## config.mk

```make
export PLATFORM = sky130hd
export DESIGN_NAME = atl_divider
export DESIGN_NICKNAME = d
export VERILOG_FILES = /design/src/rtl/core/atl_pkg.sv /design/src/rtl/core/atl_divider.sv
export SDC_FILE = /design/constraint.sdc
export NUM_CORES = 2
export LEC_CHECK = 0
export ABC_AREA = 1
export BUFFER_PORTS_ARGS = -buffer_cell sky130_fd_sc_hd__buf_2
export CAP_MARGIN = 20
export CORE_ASPECT_RATIO = 0.6
export CORE_MARGIN = 2
export CORE_UTILIZATION = 65
export DETAILED_ROUTE_END_ITERATION = 8
export PLACE_DENSITY = 0.9
export SLEW_MARGIN = 30
export SYNTH_ARGS = -nofsm -noshare
export SYNTH_HDL_FRONTEND = slang
export SYNTH_SLANG_ARGS = --single-unit
export TNS_END_PERCENT = 1
```

## constraint.sdc

```tcl
create_clock -name clock -period 7.6 [get_ports clock]
set_clock_uncertainty 0.1 [all_clocks]
set_input_delay 0.76 -clock clock [delete_from_list [all_inputs] [get_ports clock]]
set_output_delay 0.76 -clock clock [all_outputs]
set_load 0.02 [all_outputs]
```

## src/rtl/core/atl_pkg.sv

```systemverilog
package atl_pkg;

   localparam int CORDIC_STEPS = 16;
   localparam int CORDIC_RUN   = (CORDIC_STEPS < 32) ? CORDIC_STEPS : 32;

   localparam int NUM_W    = 24;   // |(raw - low) * 180|
   localparam int DEN_W    = 16;   // |raw_high - raw_low|
   localparam int MAP_W    = 26;   // signed mapped axis value
   localparam int FRAC_W   = 20;
   localparam int VEC_W    = 48;
   localparam int ACC_W    = 26;
   localparam int ANG_W    = 17;

   localparam logic signed [ACC_W-1:0] QUARTER_FIX = ACC_W'(5898240);
   localparam logic signed [ANG_W-1:0] HALF_TURN   = ANG_W'(23040);
   localparam logic signed [ANG_W-1:0] QUARTER_TURN = ANG_W'(11520);
   localparam logic signed [ANG_W-1:0] FULL_TURN   = ANG_W'(46080);

   typedef enum logic [1:0] {
      CSR_RAW_LOW      = 2'd0,
      CSR_RAW_HIGH     = 2'd1,
      CSR_FRAME_OFFSET = 2'd2
   } atl_csr_type;

   typedef struct packed {
      logic valid;
      logic err;
      logic neg_x;
      logic neg_z;
   } atl_meta_type;

   typedef struct packed {
      logic                    valid;
      logic                    err;
      logic                    bypass;
      logic signed [ANG_W-1:0] bang;
   } atl_side_type;

   typedef struct packed {
      logic [DEN_W-1:0] rem;
      logic [NUM_W-1:0] dvd;
   } atl_div_type;

   typedef struct packed {
      logic signed [VEC_W-1:0] cx;
      logic signed [VEC_W-1:0] cy;
      logic signed [ACC_W-1:0] acc;
   } atl_vec_type;

   function automatic logic signed [ACC_W-1:0] atan_fix(input logic [4:0] idx);
      logic signed [ACC_W-1:0] v;
      unique case (idx)
         5'd0:  v = ACC_W'(2949120);
         5'd1:  v = ACC_W'(1740967);
         5'd2:  v = ACC_W'(919879);
         5'd3:  v = ACC_W'(466945);
         5'd4:  v = ACC_W'(234379);
         5'd5:  v = ACC_W'(117304);
         5'd6:  v = ACC_W'(58666);
         5'd7:  v = ACC_W'(29335);
         5'd8:  v = ACC_W'(14668);
         5'd9:  v = ACC_W'(7334);
         5'd10: v = ACC_W'(3667);
         5'd11: v = ACC_W'(1833);
         5'd12: v = ACC_W'(917);
         5'd13: v = ACC_W'(458);
         5'd14: v = ACC_W'(229);
         5'd15: v = ACC_W'(115);
         5'd16: v = ACC_W'(57);
         5'd17: v = ACC_W'(29);
         5'd18: v = ACC_W'(14);
         5'd19: v = ACC_W'(7);
         5'd20: v = ACC_W'(4);
         5'd21: v = ACC_W'(2);
         5'd22: v = ACC_W'(1);
         default: v = '0;
      endcase
      return v;
   endfunction

   // one restoring division step: shift in the next dividend bit
   function automatic atl_div_type div_step(input atl_div_type cur,
                                            input logic [DEN_W-1:0] den);
      logic [DEN_W:0] part;
      atl_div_type    nxt;
      part    = {cur.rem, cur.dvd[NUM_W-1]};
      nxt.dvd = {cur.dvd[NUM_W-2:0], 1'b0};
      if (part >= {1'b0, den}) begin
         part       = part - {1'b0, den};
         nxt.dvd[0] = 1'b1;
      end
      nxt.rem = part[DEN_W-1:0];
      return nxt;
   endfunction

endpackage

```

## src/rtl/core/atl_divider.sv

```systemverilog
module atl_divider (
   input  logic                      clock,
   input  logic                      reset,
   input  logic                      adv,
   input  atl_pkg::atl_meta_type     meta_in,
   input  logic [atl_pkg::NUM_W-1:0] num_x,
   input  logic [atl_pkg::NUM_W-1:0] num_z,
   input  logic [atl_pkg::DEN_W-1:0] den,
   output atl_pkg::atl_meta_type     meta_out,
   output logic [atl_pkg::NUM_W-1:0] quo_x,
   output logic [atl_pkg::NUM_W-1:0] quo_z
);
   import atl_pkg::*;

   atl_meta_type meta_ff [NUM_W];
   atl_div_type  x_ff    [NUM_W];
   atl_div_type  z_ff    [NUM_W];

   for (genvar s = 0; s < NUM_W; s++) begin : g_stage
      atl_meta_type src_meta;
      atl_div_type  src_x;
      atl_div_type  src_z;
      atl_div_type  x_in;
      atl_div_type  z_in;

      if (s == 0) begin : g_head
         assign src_meta = meta_in;
         assign src_x    = '{rem: '0, dvd: num_x};
         assign src_z    = '{rem: '0, dvd: num_z};
      end else begin : g_body
         assign src_meta = meta_ff[s-1];
         assign src_x    = x_ff[s-1];
         assign src_z    = z_ff[s-1];
      end

      assign x_in = div_step(src_x, den);
      assign z_in = div_step(src_z, den);

      always_ff @(posedge clock) begin
         if (reset) begin
            meta_ff[s] <= '0;
         end else if (adv) begin
            meta_ff[s] <= src_meta;
         end
      end

      always_ff @(posedge clock) begin
         if (adv) begin
            x_ff[s] <= x_in;
            z_ff[s] <= z_in;
         end
      end
   end

   assign meta_out = meta_ff[NUM_W-1];
   assign quo_x    = x_ff[NUM_W-1].dvd;
   assign quo_z    = z_ff[NUM_W-1].dvd;

endmodule

```

# After elaboration in Yosys (flattened, before gate mapping)

Memory sizes are Yosys's and may differ from the RTL's.
Index checks and enable logic that the tools add are counted.

Bitwise gates (word level): 24
Muxes and demuxes: 126
Multipliers: 0
Divide/modulo/power cells: 0
Reduce and logical (&&, ||, !) cells: 0
Magnitude comparators: 48
Equality and inequality tests: 0
Shift operators: 0
Add/sub/neg operators: 48

Operators by type and width:

| kind                                             | number |
|---|---|
| 17-bit by 16-bit >= comparator with 1-bit output | 46 |
| 16-bit 2-to-1 mux                                | 48 |
| 16-bit subtractor                                | 46 |
| 4-bit 2-to-1 mux                                 | 24 |
| 1-bit 2-to-1 mux                                 | 54 |
| 1-bit by 16-bit >= comparator with 1-bit output  | 2 |
| 1-bit by 16-bit subtractor with 16-bit output    | 2 |
| 1-bit OR                                         | 24 |

Memories kept: 3
Output and inout bits: 52
Bits of input ports: 71
Bits in latches: 0
Word-level logic and storage cells: 249
ROM bits: 0
Register bits: 0
RAM bits: 2016

Memory list:

| name    | words | width | read ports | clocked after memory_dff | write ports | line              | RTL |
|---|---|---|---|---|---|---|---|
| x_ff    | 24    | 40    | 24         | 0                        | 24          | atl_divider.sv:16 | `atl_div_type x_ff [NUM_W];` |
| z_ff    | 24    | 40    | 24         | 0                        | 24          | atl_divider.sv:17 | `atl_div_type z_ff [NUM_W];` |
| meta_ff | 24    | 4     | 24         | 0                        | 24          | atl_divider.sv:15 | `atl_meta_type meta_ff [NUM_W];` |

# Longest topological paths before layout

Word-level depth: 4
Mapped depth: 15
Depth with buffers taken out: 13

# Worst setup path before layout

No wires, ideal clock.

Kind: input-to-reg
Start point: input port den[3] (netlist name)
End point: memory x_ff[0][197] (netlist name) (data pin)
Arrival: 2.989 ns
Required time: 7.247 ns
Library setup time: 0.253 ns
Slack: 4.258 ns
Stages on the path: 14
Path buffers: 2
Cell sequence: inv_1 > ha_1 > nand2_2 > inv_1 > nand2_1 > nand2_1 > nand2_1 > nand3_2 > nand2_1 > nand2_2 > buf_6 > buf_12 > nand3_1 > nand2_1

RTL lines:

| element         | line              | RTL |
|---|---|---|
| start, declared | atl_divider.sv:8  | `input logic [atl_pkg::DEN_W-1:0] den,` |
| end, declared   | atl_divider.sv:16 |  |

==> results.sh <==
export IMPL_io_pins=123
export IMPL_reg2reg_to="x_ff[1][155]"
export IMPL_synth_edff_count=1984
export IMPL_synth_ff_type="edfxtp_1"
export IMPL_ir_drop_uv=247.0
export IMPL_drive_gt1_frac=0.05432
export IMPL_track_usage=0.3199
export IMPL_avgSynthCellArea_um2=8.514
export IMPL_cp_arrival_ns=4.50
export IMPL_ys_ff_latch=1984
export IMPL_io_buffers=122
export IMPL_dpl_hpwl_mm=210.0
export IMPL_final_antenna_net_count=0
export IMPL_critPathSlowestCell="clkinv_2"
export IMPL_min_from="meta_in[0]"
export IMPL_finalPower_mw=50.39
export IMPL_worstHoldEndpoint="meta_ff[0][0]"
export IMPL_netlist_top_cells_count="nand2_1, inv_1, edfxtp_1, nand3_1, ha_1"
export IMPL_cp_top_family="buffers and inverters"
export IMPL_gp_congestion=0.9814
export IMPL_yosysMostFrequentCell="nand2_1"
export IMPL_rsz0062_at_grt="no"
export IMPL_internal_power_mw=28.74
export IMPL_n_antenna_cell=0
export IMPL_totalWireLength_mm=302.3
export IMPL_grt_antenna_before_repair=1
export IMPL_crit_chain="buf_2 -> clkinv_2 -> buf_4 -> ha_1 -> nand2_1 -> inv_1 -> nand2_1 -> nor4_1 -> nand2_1 -> nand2_1 -> inv_1 -> nand2_1 -> nand2_1"
export IMPL_setup_violations=0
export IMPL_slew_viol_final=0
export IMPL_cp_common_cell="nand2_1"
export IMPL_die_w_um=555.2
export IMPL_synthCells=13920
export IMPL_setup_tns_ns=0
export IMPL_finalHoldViolCount=0
export IMPL_cp_num_buf_inv=5
export IMPL_max_slew_margin_rel=0.2988
export IMPL_cts_buffers_inserted=188
export IMPL_cts_path_max_buffers=4
export IMPL_finalCriticalPeriod_ns=4.012
export IMPL_nets=15000
export IMPL_die_area_um2=185800
export IMPL_rr_worst_depth=10
export IMPL_r2r_start="x_ff[1][105]"
export IMPL_p_sw_frac=0.4296
export IMPL_synth_fp_nets=14770
export IMPL_pwr_share_clk=0.195
export IMPL_grt_pass1_wl_mm=469.5
export IMPL_dr_total_vias=94620
export IMPL_fmax_mhz=249.2
export IMPL_fin_crit_sh=0.5279
export IMPL_switchingPower_mw=21.65
export IMPL_drc=0
export IMPL_synthDistinctLibCells=47
export IMPL_r2r_setup_slack_ns=4.55
export IMPL_cpPeakStageDelay_ns=0.72
export IMPL_grt_max_degree=196
export IMPL_synth_largest_area_cell="edfxtp_1"
export IMPL_grt_pass1_vias=84720
export IMPL_status="finished, final reports clean"
export IMPL_cts_tree="yes"
export IMPL_cp_end_kind="flop"
export IMPL_via_per_inst=5.672
export IMPL_pwr_share_comb=0.460
export IMPL_overflow=0
export IMPL_clockRootBuffer="clkbuf_16"
export IMPL_cts_setup_buffers=0
export IMPL_cts_resized=0
export IMPL_yosys_warnings=0
export IMPL_synth_area_um2=118500
export IMPL_dr_pass1_iters=8
export IMPL_insertion_delay_ns=0.85
export IMPL_start_util=0.6538
export IMPL_powerDensity_nw_per_um2=393.2
export IMPL_core_um2=181200
export IMPL_setup_worst_path_start="den[9]"
export IMPL_rows=121
export IMPL_critPathMaxFanout=25
export IMPL_hp_class="input port to flop"
export IMPL_worst_slew_pin_slew_ns=1.052
export IMPL_async_flop_share=0
export IMPL_dieHeight_um=334.7
export IMPL_cts_sink_count=1984
export IMPL_synthTopCellsByArea="edfxtp_1, nand2_1, ha_1, inv_1, nand3_1"
export IMPL_worstHoldPathCells=3
export IMPL_p_leak_nw=63.14
export IMPL_drtIter0Drc=13480
export IMPL_cts_htree_levels=4
export IMPL_synth_top_area_frac=0.5028
export IMPL_startpoint_type="input port"
export IMPL_clk_pin_slew_ns=0.07
export IMPL_worstSetupPathType="input port to flop"
export IMPL_seq_area_frac_synth=0.5028
export IMPL_routedWlPerCell_um=18.12
export IMPL_cap_viol_max_count=0
export IMPL_area_growth_pct=8.155
export IMPL_seqPwrFrac=0.345
export IMPL_crit_required_ns=8.09
[power by group through the flow]
stage          combinational (mW)  clock [mW]  sequential (mW)
4_1_cts                      22.4        9.93             17.3
6_report                     23.2        9.83             17.4
2_1_floorplan                17.3           0             16.6
3_5_place_dp                 22.1           0             17.4
5_1_grt                      25.9        10.3             17.5
3_3_place_gp                 21.5           0             17.4
[stage by stage]
step / hold slack (ns) / util / cells / setup WS, ns / area [um^2]
6_report: 0.1022 / 0.7071 / 16680 / 3.588 / 128100
5_1_grt: 0.1059 / 0.7071 / 16680 / 3.334 / 128100
4_1_cts: 0.05374 / 0.7068 / 16680 / 3.716 / 128100
3_5_place_dp: 0.3045 / 0.6695 / 16300 / 2.836 / 121300
3_3_place_gp: 0.3001 / 0.6692 / 16300 / 2.919 / 121300
2_1_floorplan: 0.3003 / - / 13920 / 4.258 / 118500
[state kept, by name, summed over array words and instances, names as in the netlist]
register,count
x_ff,944
z_ff,944
meta_ff,96
[worst max path at each step]
| stage | depth (start not counted) | slack [ns] | endpoint |
|---|---|---|---|
| floorplan | 14 | 4.26 | x_ff[0][197] |
| global placement | 13 | 2.92 | x_ff[1][149] |
| detailed placement | 13 | 2.84 | x_ff[1][155] |
| CTS | 13 | 3.72 | x_ff[1][155] |
| global route | 13 | 3.33 | x_ff[1][155] |
| finish | 13 | 3.59 | x_ff[1][155] |
[kinds of logic after synthesis]
kind of cell	after synthesis	synth area share
and+or+nand+nor	7978	0.2875
buffers and inverters	2400	0.08144
DFF	1984	0.5028
adders and majority gates	784	0.08558
AOI/OAI and AO/OA	496	0.02238
xor gates and xnor gates	275	0.02033
[layer usage]
layer | up-vias | part of all wire | GRT usage
met5 | - | 0.000043 | 0
met1 | 42820 | 0.44 | 0.5113
met2 | 5603 | 0.39 | 0.4309
li1 | 45590 | - | -
met4 | 2 | 0.025 | 0.07508
met3 | 600 | 0.14 | 0.07997
[tightest hold or removal path: stages]
cell and delay, ns:
buf_2 0.08, inv_1 0.03, nor2_1 0.08
[final cells by class]
class                   instances  area [um^2]
clock buffers                 216         4873
clock inverters               118         1423
fillers                     13510        53070
inverters                    2225         8381
multi-input cells            9533        49280
flip-flops and latches       1984        59580
well taps                    2398         3000
repair buffers                209         1617
[placed cells by master, fill, tap and decap left out, drive strengths merged, types with 138 or more instances in the layout]
cell type  instances
inv             2229
edfxtp          1984
nand2           5470
a21oi            393
nand3           1226
xor2             209
nor2             746
nand4            199
clkbuf           216
ha               740
nor3             138
buf              163
[repair_timing]
item | in CTS | in global routing
endpoints found under the setup margin | 0 | 0
hold buffers | 46 | 0
hold endpoints to repair | 46 | 0
Power figures use the tool's default switching activity.
